<file path="src/hdl/priority_ready_queue_core_defines.svh">
// Assertion macros shared by the priority ready queue RTL.
// Define NO_ASSERTIONS to compile them out; no other dependencies.
`ifndef PRIORITY_READY_QUEUE_CORE_DEFINES_SVH
`define PRIORITY_READY_QUEUE_CORE_DEFINES_SVH
`ifndef NO_ASSERTIONS
`define PRQ_ASSERT(lbl, clk, rst_n, prop, msg) \
    lbl: assert property (@(posedge clk) disable iff (!rst_n) prop) else $error(msg);
`define PRQ_ASSERT_NEXT(lbl, clk, rst_n, cond, expct, msg) \
    lbl: assert property (@(posedge clk) disable iff (!rst_n) (cond) |=> (expct)) else $error(msg);
`else
`define PRQ_ASSERT(lbl, clk, rst_n, prop, msg)
`define PRQ_ASSERT_NEXT(lbl, clk, rst_n, cond, expct, msg)
`endif
`endif

</file>
<file path="src/hdl/prq_pkg.sv">
// Package for the priority ready queue: field widths, codes and the
// controller/datapath command and status structs. No dependencies.
`default_nettype none
package prq_pkg;

    localparam int unsigned DEF_QUEUE_DEPTH = 16;
    localparam int unsigned DEF_ID_BITS     = 8;
    localparam int unsigned DEF_PRIO_BITS   = 8;

    localparam int unsigned MODE_W       = 2;
    localparam int unsigned FIELD_ID_W   = 8;
    localparam int unsigned FIELD_PRIO_W = 8;
    localparam int unsigned STATUS_W     = 2;
    localparam int unsigned OCC_W        = 5;

    localparam int unsigned IN_MODE_LSB  = 0;
    localparam int unsigned IN_ID_LSB    = IN_MODE_LSB + MODE_W;
    localparam int unsigned IN_PRIO_LSB  = IN_ID_LSB + FIELD_ID_W;
    localparam int unsigned IN_DATA_W    = 24;

    localparam int unsigned OUT_STAT_LSB = 0;
    localparam int unsigned OUT_ID_LSB   = OUT_STAT_LSB + STATUS_W;
    localparam int unsigned OUT_PRIO_LSB = OUT_ID_LSB + FIELD_ID_W;
    localparam int unsigned OUT_OCC_LSB  = OUT_PRIO_LSB + FIELD_PRIO_W;
    localparam int unsigned OUT_DATA_W   = 24;

    localparam logic [MODE_W-1:0] MODE_ENQ = 2'd0;
    localparam logic [MODE_W-1:0] MODE_DEQ = 2'd1;
    localparam logic [MODE_W-1:0] MODE_REM = 2'd2;

    localparam logic [STATUS_W-1:0] ST_OK       = 2'd0;
    localparam logic [STATUS_W-1:0] ST_EMPTY    = 2'd1;
    localparam logic [STATUS_W-1:0] ST_FULL     = 2'd2;
    localparam logic [STATUS_W-1:0] ST_NOTFOUND = 2'd3;

    typedef struct packed {
        logic                op_load;
        logic                rd_en;
        logic                wr_en;
        logic                wr_new;
        logic                res_clear;
        logic                res_take;
        logic                res_status_load;
        logic [STATUS_W-1:0] res_status;
        logic                cnt_inc;
        logic                cnt_dec;
        logic                out_load;
    } t_dp_cmd;

    typedef struct packed {
        logic [MODE_W-1:0] mode;
        logic              empty;
        logic              full;
        logic              id_match;
        logic              prio_ge;
    } t_dp_stat;

endpackage
`default_nettype wire

</file>
<file path="src/hdl/priority_ready_queue_core.sv">
// Priority ready queue: sorted, stable insert; dequeue head; remove by pid.
// A full, empty or no-op item goes straight from decode to its result; a dequeue or
// remove walks all filled entries, and an enqueue walks down from the tail to its slot.
// The walk visits one entry slot a cycle; a new item is taken only once the last is done.
// A finished result waits in the output register while the next item is taken.
// Reset (synchronous, i_rst_n low) empties the queue and drops any pending result.
`default_nettype none
module priority_ready_queue_core #(
    parameter int unsigned QUEUE_DEPTH = prq_pkg::DEF_QUEUE_DEPTH,
    parameter int unsigned ID_BITS     = prq_pkg::DEF_ID_BITS,
    parameter int unsigned PRIO_BITS   = prq_pkg::DEF_PRIO_BITS
) (
    input  wire logic                            i_clk,
    input  wire logic                            i_rst_n,
    input  wire logic                            s_axis_tvalid,
    output logic                                 s_axis_tready,
    input  wire logic [prq_pkg::IN_DATA_W-1:0]   s_axis_tdata,  // mode, proc_id, prio
    output logic                                 m_axis_tvalid,
    input  wire logic                            m_axis_tready,
    output logic [prq_pkg::OUT_DATA_W-1:0]       m_axis_tdata   // status, out_id, out_prio, occupancy
);
    import prq_pkg::*;

    localparam int unsigned AW = $clog2(QUEUE_DEPTH);
    localparam int unsigned CW = $clog2(QUEUE_DEPTH + 1);

    t_dp_cmd       w_cmd;
    t_dp_stat      w_stat;
    logic [CW-1:0] w_count;
    logic [AW-1:0] w_rd_addr;
    logic [AW-1:0] w_wr_addr;

    prq_ctrl #(
        .QUEUE_DEPTH (QUEUE_DEPTH),
        .AW          (AW),
        .CW          (CW)
    ) u_ctrl (
        .i_clk      (i_clk),
        .i_rst_n    (i_rst_n),
        .i_s_tvalid (s_axis_tvalid),
        .o_s_tready (s_axis_tready),
        .o_m_tvalid (m_axis_tvalid),
        .i_m_tready (m_axis_tready),
        .i_stat     (w_stat),
        .i_count    (w_count),
        .o_cmd      (w_cmd),
        .o_rd_addr  (w_rd_addr),
        .o_wr_addr  (w_wr_addr)
    );

    prq_dpath #(
        .QUEUE_DEPTH (QUEUE_DEPTH),
        .ID_BITS     (ID_BITS),
        .PRIO_BITS   (PRIO_BITS),
        .AW          (AW),
        .CW          (CW)
    ) u_dpath (
        .i_clk     (i_clk),
        .i_rst_n   (i_rst_n),
        .i_s_tdata (s_axis_tdata),
        .i_cmd     (w_cmd),
        .i_rd_addr (w_rd_addr),
        .i_wr_addr (w_wr_addr),
        .o_stat    (w_stat),
        .o_count   (w_count),
        .o_m_tdata (m_axis_tdata)
    );

endmodule
`default_nettype wire

</file>
<file path="src/hdl/prq_dpath.sv">
// Datapath of the priority ready queue: entry memory, fill count,
// operation, result and output registers. Uses prq_pkg and the defines header.
`default_nettype none
`include "priority_ready_queue_core_defines.svh"
module prq_dpath #(
    parameter int unsigned QUEUE_DEPTH = prq_pkg::DEF_QUEUE_DEPTH,
    parameter int unsigned ID_BITS     = prq_pkg::DEF_ID_BITS,
    parameter int unsigned PRIO_BITS   = prq_pkg::DEF_PRIO_BITS,
    parameter int unsigned AW          = $clog2(QUEUE_DEPTH),
    parameter int unsigned CW          = $clog2(QUEUE_DEPTH + 1)
) (
    input  wire logic                            i_clk,
    input  wire logic                            i_rst_n,
    input  wire logic [prq_pkg::IN_DATA_W-1:0]   i_s_tdata,  // mode, proc_id, prio
    input  wire prq_pkg::t_dp_cmd                i_cmd,
    input  wire logic [AW-1:0]                   i_rd_addr,
    input  wire logic [AW-1:0]                   i_wr_addr,
    output prq_pkg::t_dp_stat                    o_stat,
    output logic [CW-1:0]                        o_count,
    output logic [prq_pkg::OUT_DATA_W-1:0]       o_m_tdata   // status, out_id, out_prio, occupancy
);
    import prq_pkg::*;

    localparam int unsigned EW = ID_BITS + PRIO_BITS;

    logic [EW-1:0]        r_mem [QUEUE_DEPTH];
    logic [EW-1:0]        r_rd_data;
    logic [EW-1:0]        w_wr_data;
    logic [CW-1:0]        r_count;
    logic [MODE_W-1:0]    r_op_mode;
    logic [ID_BITS-1:0]   r_op_id;
    logic [PRIO_BITS-1:0] r_op_prio;
    logic [STATUS_W-1:0]  r_res_status;
    logic [ID_BITS-1:0]   r_res_id;
    logic [PRIO_BITS-1:0] r_res_prio;
    logic [STATUS_W-1:0]  r_out_status;
    logic [FIELD_ID_W-1:0]   r_out_id;
    logic [FIELD_PRIO_W-1:0] r_out_prio;
    logic [OCC_W-1:0]     r_out_occ;

    assign w_wr_data = i_cmd.wr_new ? {r_op_id, r_op_prio} : r_rd_data;

    always_ff @(posedge i_clk) begin
        if (i_cmd.wr_en) begin
            r_mem[i_wr_addr] <= w_wr_data;
        end
        if (i_cmd.rd_en) begin
            r_rd_data <= r_mem[i_rd_addr];
        end
    end

    always_ff @(posedge i_clk) begin
        if (!i_rst_n) begin
            r_count <= '0;
        end else if (i_cmd.cnt_inc) begin
            r_count <= r_count + 1'b1;
        end else if (i_cmd.cnt_dec) begin
            r_count <= r_count - 1'b1;
        end
    end

    always_ff @(posedge i_clk) begin
        if (i_cmd.op_load) begin
            r_op_mode <= i_s_tdata[IN_MODE_LSB +: MODE_W];
            r_op_id   <= ID_BITS'(i_s_tdata[IN_ID_LSB +: FIELD_ID_W]);
            r_op_prio <= PRIO_BITS'(i_s_tdata[IN_PRIO_LSB +: FIELD_PRIO_W]);
        end
        if (i_cmd.res_clear) begin
            r_res_id   <= '0;
            r_res_prio <= '0;
        end else if (i_cmd.res_take) begin
            r_res_id   <= r_rd_data[EW-1:PRIO_BITS];
            r_res_prio <= r_rd_data[PRIO_BITS-1:0];
        end
        if (i_cmd.res_status_load) begin
            r_res_status <= i_cmd.res_status;
        end
        if (i_cmd.out_load) begin
            r_out_status <= r_res_status;
            r_out_id     <= FIELD_ID_W'(r_res_id);
            r_out_prio   <= FIELD_PRIO_W'(r_res_prio);
            r_out_occ    <= OCC_W'(r_count);
        end
    end

    always_comb begin
        o_stat.mode     = r_op_mode;
        o_stat.empty    = (r_count == '0);
        o_stat.full     = (r_count == CW'(QUEUE_DEPTH));
        o_stat.id_match = (r_rd_data[EW-1:PRIO_BITS] == r_op_id);
        o_stat.prio_ge  = (r_rd_data[PRIO_BITS-1:0] >= r_op_prio);
    end

    assign o_count = r_count;
    assign o_m_tdata = {
        {(OUT_DATA_W - OUT_OCC_LSB - OCC_W){1'b0}},
        r_out_occ, r_out_prio, r_out_id, r_out_status
    };

    `PRQ_ASSERT(a_count_range, i_clk, i_rst_n, r_count <= CW'(QUEUE_DEPTH), "fill count past depth")
    `PRQ_ASSERT(a_inc_not_full, i_clk, i_rst_n, i_cmd.cnt_inc |-> !o_stat.full, "insert into full queue")
    `PRQ_ASSERT(a_dec_not_empty, i_clk, i_rst_n, i_cmd.cnt_dec |-> !o_stat.empty, "remove from empty queue")

endmodule
`default_nettype wire

</file>
<file path="src/hdl/prq_ctrl.sv">
// Controller of the priority ready queue: decodes the operation and walks
// the entry memory one slot a cycle. Uses prq_pkg and the defines header.
`default_nettype none
`include "priority_ready_queue_core_defines.svh"
module prq_ctrl #(
    parameter int unsigned QUEUE_DEPTH = prq_pkg::DEF_QUEUE_DEPTH,
    parameter int unsigned AW          = $clog2(QUEUE_DEPTH),
    parameter int unsigned CW          = $clog2(QUEUE_DEPTH + 1)
) (
    input  wire logic              i_clk,
    input  wire logic              i_rst_n,
    input  wire logic              i_s_tvalid,
    output logic                   o_s_tready,
    output logic                   o_m_tvalid,
    input  wire logic              i_m_tready,
    input  wire prq_pkg::t_dp_stat i_stat,
    input  wire logic [CW-1:0]     i_count,
    output prq_pkg::t_dp_cmd       o_cmd,
    output logic [AW-1:0]          o_rd_addr,
    output logic [AW-1:0]          o_wr_addr
);
    import prq_pkg::*;

    typedef enum logic [2:0] {
        S_IDLE,
        S_DECODE,
        S_ENQ,
        S_DEL,
        S_DONE
    } t_state;

    t_state        r_state, n_state;
    logic [CW-1:0] r_idx, n_idx;
    logic          r_found, n_found;
    logic          r_out_valid, n_out_valid;
    logic          w_hit;

    always_comb begin
        n_state     = r_state;
        n_idx       = r_idx;
        n_found     = r_found;
        n_out_valid = r_out_valid && !i_m_tready;
        o_cmd       = '0;
        o_rd_addr   = '0;
        o_wr_addr   = '0;
        w_hit       = !r_found && ((i_stat.mode == MODE_DEQ) || i_stat.id_match);
        unique case (r_state)
            S_IDLE: begin
                if (i_s_tvalid) begin
                    o_cmd.op_load = 1'b1;
                    n_state       = S_DECODE;
                end
            end
            S_DECODE: begin
                o_cmd.res_clear = 1'b1;
                n_found         = 1'b0;
                n_idx           = '0;
                case (i_stat.mode)
                    MODE_ENQ: begin
                        if (i_stat.full) begin
                            o_cmd.res_status_load = 1'b1;
                            o_cmd.res_status      = ST_FULL;
                            n_state               = S_DONE;
                        end else begin
                            n_idx   = i_count;
                            n_state = S_ENQ;
                            if (!i_stat.empty) begin
                                o_cmd.rd_en = 1'b1;
                                o_rd_addr   = AW'(i_count - 1'b1);
                            end
                        end
                    end
                    MODE_DEQ, MODE_REM: begin
                        if (i_stat.empty) begin
                            o_cmd.res_status_load = 1'b1;
                            o_cmd.res_status      = (i_stat.mode == MODE_DEQ) ?
                                                    ST_EMPTY : ST_NOTFOUND;
                            n_state               = S_DONE;
                        end else begin
                            o_cmd.rd_en = 1'b1;
                            n_state     = S_DEL;
                        end
                    end
                    default: begin
                        o_cmd.res_status_load = 1'b1;
                        o_cmd.res_status      = ST_OK;
                        n_state               = S_DONE;
                    end
                endcase
            end
            S_ENQ: begin
                o_cmd.wr_en = 1'b1;
                o_wr_addr   = AW'(r_idx);
                if ((r_idx == '0) || i_stat.prio_ge) begin
                    o_cmd.wr_new          = 1'b1;
                    o_cmd.cnt_inc         = 1'b1;
                    o_cmd.res_status_load = 1'b1;
                    o_cmd.res_status      = ST_OK;
                    n_state               = S_DONE;
                end else begin
                    n_idx = r_idx - 1'b1;
                    if (r_idx > CW'(1)) begin
                        o_cmd.rd_en = 1'b1;
                        o_rd_addr   = AW'(r_idx - CW'(2));
                    end
                end
            end
            S_DEL: begin
                if (w_hit) begin
                    o_cmd.res_take = 1'b1;
                    n_found        = 1'b1;
                end
                if (r_found) begin
                    o_cmd.wr_en = 1'b1;
                    o_wr_addr   = AW'(r_idx - 1'b1);
                end
                if ((r_idx + 1'b1) < i_count) begin
                    o_cmd.rd_en = 1'b1;
                    o_rd_addr   = AW'(r_idx + 1'b1);
                    n_idx       = r_idx + 1'b1;
                end else begin
                    o_cmd.res_status_load = 1'b1;
                    o_cmd.res_status      = (r_found || w_hit) ? ST_OK : ST_NOTFOUND;
                    o_cmd.cnt_dec         = r_found || w_hit;
                    n_state               = S_DONE;
                end
            end
            S_DONE: begin
                if (!r_out_valid || i_m_tready) begin
                    o_cmd.out_load = 1'b1;
                    n_out_valid    = 1'b1;
                    n_state        = S_IDLE;
                end
            end
            default: n_state = S_IDLE;
        endcase
    end

    always_ff @(posedge i_clk) begin
        if (!i_rst_n) begin
            r_state     <= S_IDLE;
            r_idx       <= '0;
            r_found     <= 1'b0;
            r_out_valid <= 1'b0;
        end else begin
            r_state     <= n_state;
            r_idx       <= n_idx;
            r_found     <= n_found;
            r_out_valid <= n_out_valid;
        end
    end

    assign o_s_tready = (r_state == S_IDLE);
    assign o_m_tvalid = r_out_valid;

    `PRQ_ASSERT(a_rd_in_fill, i_clk, i_rst_n, o_cmd.rd_en |-> (CW'(o_rd_addr) < i_count), "read past fill")
    `PRQ_ASSERT(a_no_rw_clash, i_clk, i_rst_n, (o_cmd.rd_en && o_cmd.wr_en) |-> (o_rd_addr != o_wr_addr), "read and write same slot")
    `PRQ_ASSERT_NEXT(a_walk_holds, i_clk, i_rst_n, (r_state == S_DEL) && !o_cmd.res_status_load, r_state == S_DEL, "walk ended early")

endmodule
`default_nettype wire
</file>
<file path="config.mk">
export PLATFORM = sky130hd
export DESIGN_NAME = priority_ready_queue_core
export DESIGN_NICKNAME = d
export VERILOG_FILES = /design/src/hdl/prq_pkg.sv /design/src/hdl/priority_ready_queue_core.sv /design/src/hdl/prq_dpath.sv /design/src/hdl/prq_ctrl.sv
export VERILOG_INCLUDE_DIRS = /design/src /design/src/hdl
export SDC_FILE = /design/constraint.sdc
export NUM_CORES = 1
export LEC_CHECK = 0
export ABC_AREA = 0
export BUFFER_PORTS_ARGS = -buffer_cell sky130_fd_sc_hd__buf_2
export CAP_MARGIN = 20
export CORE_ASPECT_RATIO = 0.5
export CORE_UTILIZATION = 63
export CTS_BUF_LIST = sky130_fd_sc_hd__clkbuf_8
export CTS_CLUSTER_DIAMETER = 30
export DETAILED_ROUTE_END_ITERATION = 16
export HOLD_SLACK_MARGIN = 0.05
export PLACE_DENSITY_LB_ADDON = 0.05
export SETUP_SLACK_MARGIN = 0.3
export SLEW_MARGIN = 10
export SYNTH_ARGS = -nofsm -noshare
export SYNTH_HDL_FRONTEND = slang
export SYNTH_SLANG_ARGS = --single-unit
</file>
<file path="constraint.sdc">
create_clock -name i_clk -period 4.6 [get_ports i_clk]
set_input_delay 0.92 -clock i_clk [delete_from_list [all_inputs] [get_ports i_clk]]
set_output_delay 0.92 -clock i_clk [all_outputs]
set_load 0.02 [all_outputs]
</file>
==> reports/summary.log <==
INFO  routing        post_drt_via_cell_ratio=6.74
INFO  clock_network  cts_setup_buffers=0
INFO  sta            report.final.slew_viol_count=0
INFO  sta            timing_worst_slew_pin_value=1.04ns
INFO  yosys          netlist.area_leader.share=59.8%
INFO  grt            antenna_found_initial=0
INFO  clock_network  cts_tree=yes
INFO  final_layout   final_cell_mix=315 x edfxtp_1, 97 x a21oi_1, 84 x and3_1
INFO  yosys          synth.distinct_cells=74
INFO  clock_network  cts_htree_levels=2
INFO  sta            min_period=4.20ns
INFO  sta            timing.fmax=0.238GHz
INFO  routing        routed_wl=41.0mm
INFO  yosys          number_of_enable_flip_flop_cells_after_synthesis=315
INFO  sta            timing_hold_violations_final=0
INFO  power_and_ir_drop powerDensity=331mW/mm^2
INFO  clock_network  cts_num_sinks=346
INFO  sta            post-route-period-util=91.4%
INFO  sta            finalSetupViolations=0
INFO  routing        vias_post_dr=11400
INFO  routing        detailedRoute.firstIterationViolations=1549
INFO  floorplan      core_area=0.0243sqmm
INFO  power_and_ir_drop irDropWorstVdd=0.000252V
INFO  floorplan      num_rows=40
INFO  clock_network  clkTransAtPathRegs=0.07ns
INFO  worst_setup_path cp-end-kind=register
INFO  clock_network  numCtsBuffers=48
INFO  worst_setup_path critical_path_peak_fanout=49
INFO  placement      hpwl=25.1mm
INFO  floorplan      die_height=114microns
INFO  hold_path      min_from=u_dpath.r_res_status[0]
INFO  worst_setup_path worst_ep_arrival_time=4.47ns
INFO  final_layout   layout_commonest_cell=edfxtp_1
INFO  yosys          synth_ff_type=edfxtp_1
INFO  grt            grt_pass1_wl=61.7mm
INFO  final_layout   antenna_diodes=0
INFO  worst_setup_path rr_startpoint=u_ctrl.r_idx[1]
INFO  grt            grt_pass1_vias=10700
INFO  yosys          synthesis.instances=1254
INFO  sta            final.setup_skew=0.0279ns
INFO  yosys          postSynthNetCount=1305
INFO  placement      place_congestion=0.898
INFO  sta            max_slew_margin=30.3%
INFO  grt            total_overflow_reported_by_the_global_router=0
INFO  yosys          async_reset_ff_share=0%
INFO  routing        drcViolationCount=0
INFO  worst_setup_path worstSetupStartpoint=u_ctrl.r_idx[1]
INFO  grt            grt_max_degree=75
INFO  outcome        outcome=finished clean
INFO  final_layout   finalNetCount=1367
INFO  routing        ant_nets=0
INFO  floorplan      design.die.area=0.0258sqmm
INFO  worst_setup_path criticalPathCategory=register to register
INFO  routing        first_pass_iters=5
INFO  clock_network  clock_path_buffers=3
INFO  yosys          seq_area_frac_synth=63.7%
INFO  yosys          synth_area_per_cell=12.6squm
INFO  yosys          ys.warnings.count=0
INFO  final_layout   finish.utilization=71.9%
INFO  floorplan      fp.dieW=226microns
INFO  yosys          post_synth_main_area_contributors=edfxtp_1 60%, dfxtp_1 3.9%, and3_1 3.3%
INFO  flow_run       max_cap_viol_count=0
INFO  sta            setup_tns=0ns
INFO  sta            rsz0062_at_grt=no
INFO  clock_network  insertion_delay_to_the_later_sink_of_the_worst_skew_pair=0.60ns
INFO  power_and_ir_drop leakagePower=0.00616uW
INFO  hold_path      timing.hold.worst.class=register to register
INFO  routing        post_drt_wl_per_cell=24.4microns
INFO  worst_setup_path crit_required=4.87ns
INFO  clock_network  clock_tree.root_cell=clkbuf_8
INFO  yosys          mappedNetlistArea=0.0158sqmm
INFO  yosys          synth_area_leader_cell=edfxtp_1
INFO  worst_setup_path cp-start-kind=register
INFO  placement      io_buffer_count=46
INFO  final_layout   areaGrowthSynthToFinish=10.5%
INFO  grt            grt_use_total=32.2%
INFO  floorplan      starting_density_of_the_core=65.1%
INFO  final_layout   post_route_cells_drive_above_1_share=15.5%
INFO  floorplan      floorplan.io_pins=54
INFO  yosys          synth-seq-cells=346
-- flip-flops by register name (all words and copies together), names as in the netlist --
signal                count
u_dpath.r_res_id          8
u_dpath.r_mem           256
u_dpath.r_op_prio         8
u_dpath.r_out_status      2
u_ctrl.r_found            1
u_dpath.r_op_mode         2
u_dpath.r_op_id           8
u_ctrl.o_m_tvalid         1
u_dpath.r_out_prio        8
u_dpath.r_out_occ         5
u_dpath.r_out_id          8
u_ctrl.r_idx              5
u_dpath.r_res_prio        8
u_dpath.r_res_status      2
u_dpath.r_rd_data        16
u_ctrl.r_state            3
u_dpath.o_count           5
-- metal layers --
layer / vias up / GRT usage [%] / part of all wire, %
met1: 5527 / 48.1 / 43
li1: 5036 / - / -
met2: 736 / 46.6 / 43
met3: 51 / 8.75 / 13
met5: - / 0 / 0
met4: 0 / 8.78 / 1.0
-- report_power, final --
part           switching, uW  leakage (uW)  total (uW)  internal, uW
Combinational           95.1       0.00256         149          54.1
Clock                   1140      0.000484        2200          1060
Sequential              14.6       0.00312        3430          3410
Total                   1250       0.00616        5780          4530
-- worst max-delay path, stage by stage, from the launching register on --
cell	delay (ns)
dfxtp_1	0.55
ha_1	0.23
nand2_1	0.09
xnor2_1	0.29
ha_1	0.30
or3_1	0.38
a21oi_1	0.30
a21o_2	0.23
nand2_1	0.11
buf_12	0.20
and3_1	0.21
a211o_1	0.27
a32oi_1	0.44
o311ai_1	0.29
-- worst paths after layout --
check,slack (ns),endpoint,depth (start not counted)
hold reg to reg,0.42,u_dpath.r_out_status[0],0
hold / removal,0.42,u_dpath.r_out_status[0],0
setup reg to reg,0.40,u_dpath.r_rd_data[14],13
setup / recovery,0.40,u_dpath.r_rd_data[14],13
-- cells by family (layout without fill, tap and decap cells) --
group,after synthesis,after routing,share of synthesized area (%)
buf+inv,126,219,3.77
xor+xnor,15,15,0.830
mux,20,20,1.27
simple gates,313,313,10.2
compound gates,410,410,18.4
flops,346,346,63.7
fa+ha+maj,23,23,1.82
other cells,1,1,0.0237
-- cell type report --
class | instances | area (sq um)
Sequential cell | 346 | 10100
Fill cell | 1606 | 6840
Multi-Input combinational cell | 782 | 5220
Timing Repair Buffer | 112 | 813
Clock buffer | 50 | 688
Tap cell | 336 | 420
Clock inverter | 31 | 168
Inverter | 26 | 97.6
-- metrics by stage --
step | hold slack, ns | worst slack [ns] | cells | area (sq um) | total power [uW]
6_report | 0.417 | 0.395 | 1683 | 17500 | 5780
5_1_grt | 0.423 | 0.304 | 1683 | 17500 | 5960
4_1_cts | 0.419 | 0.291 | 1682 | 17400 | 5800
3_5_place_dp | 0.405 | 0.335 | 1601 | 16600 | 3640
3_3_place_gp | 0.401 | 0.416 | 1601 | 16600 | 3640
2_1_floorplan | 0.400 | 0.983 | 1254 | 15800 | 3590
-- Yosys cell counts (6+ instances only) --
library cell,number
o211ai_1,46
mux2i_1,19
buf_2,27
dfxtp_1,31
o21ai_0,60
a221oi_1,15
a22oi_1,33
nor3_1,10
and3_1,84
buf_6,9
nand3_1,43
o311ai_1,16
a211o_1,32
a21boi_0,18
nand2_1,82
a32oi_1,16
a21oi_1,98
and2_1,9
buf_1,6
nor2_1,47
ha_1,23
clkbuf_1,52
inv_1,25
o21a_1,8
edfxtp_1,315
a31oi_1,21
a221o_1,15
xor2_1,10
buf_4,6
-- repair_timing --
action,in CTS,in global routing
pin swaps,0,0
setup endpoints to repair,1,3
hold buffers,0,0
resized for setup,0,3
Note: power is estimated with default switching activity, not from simulation.
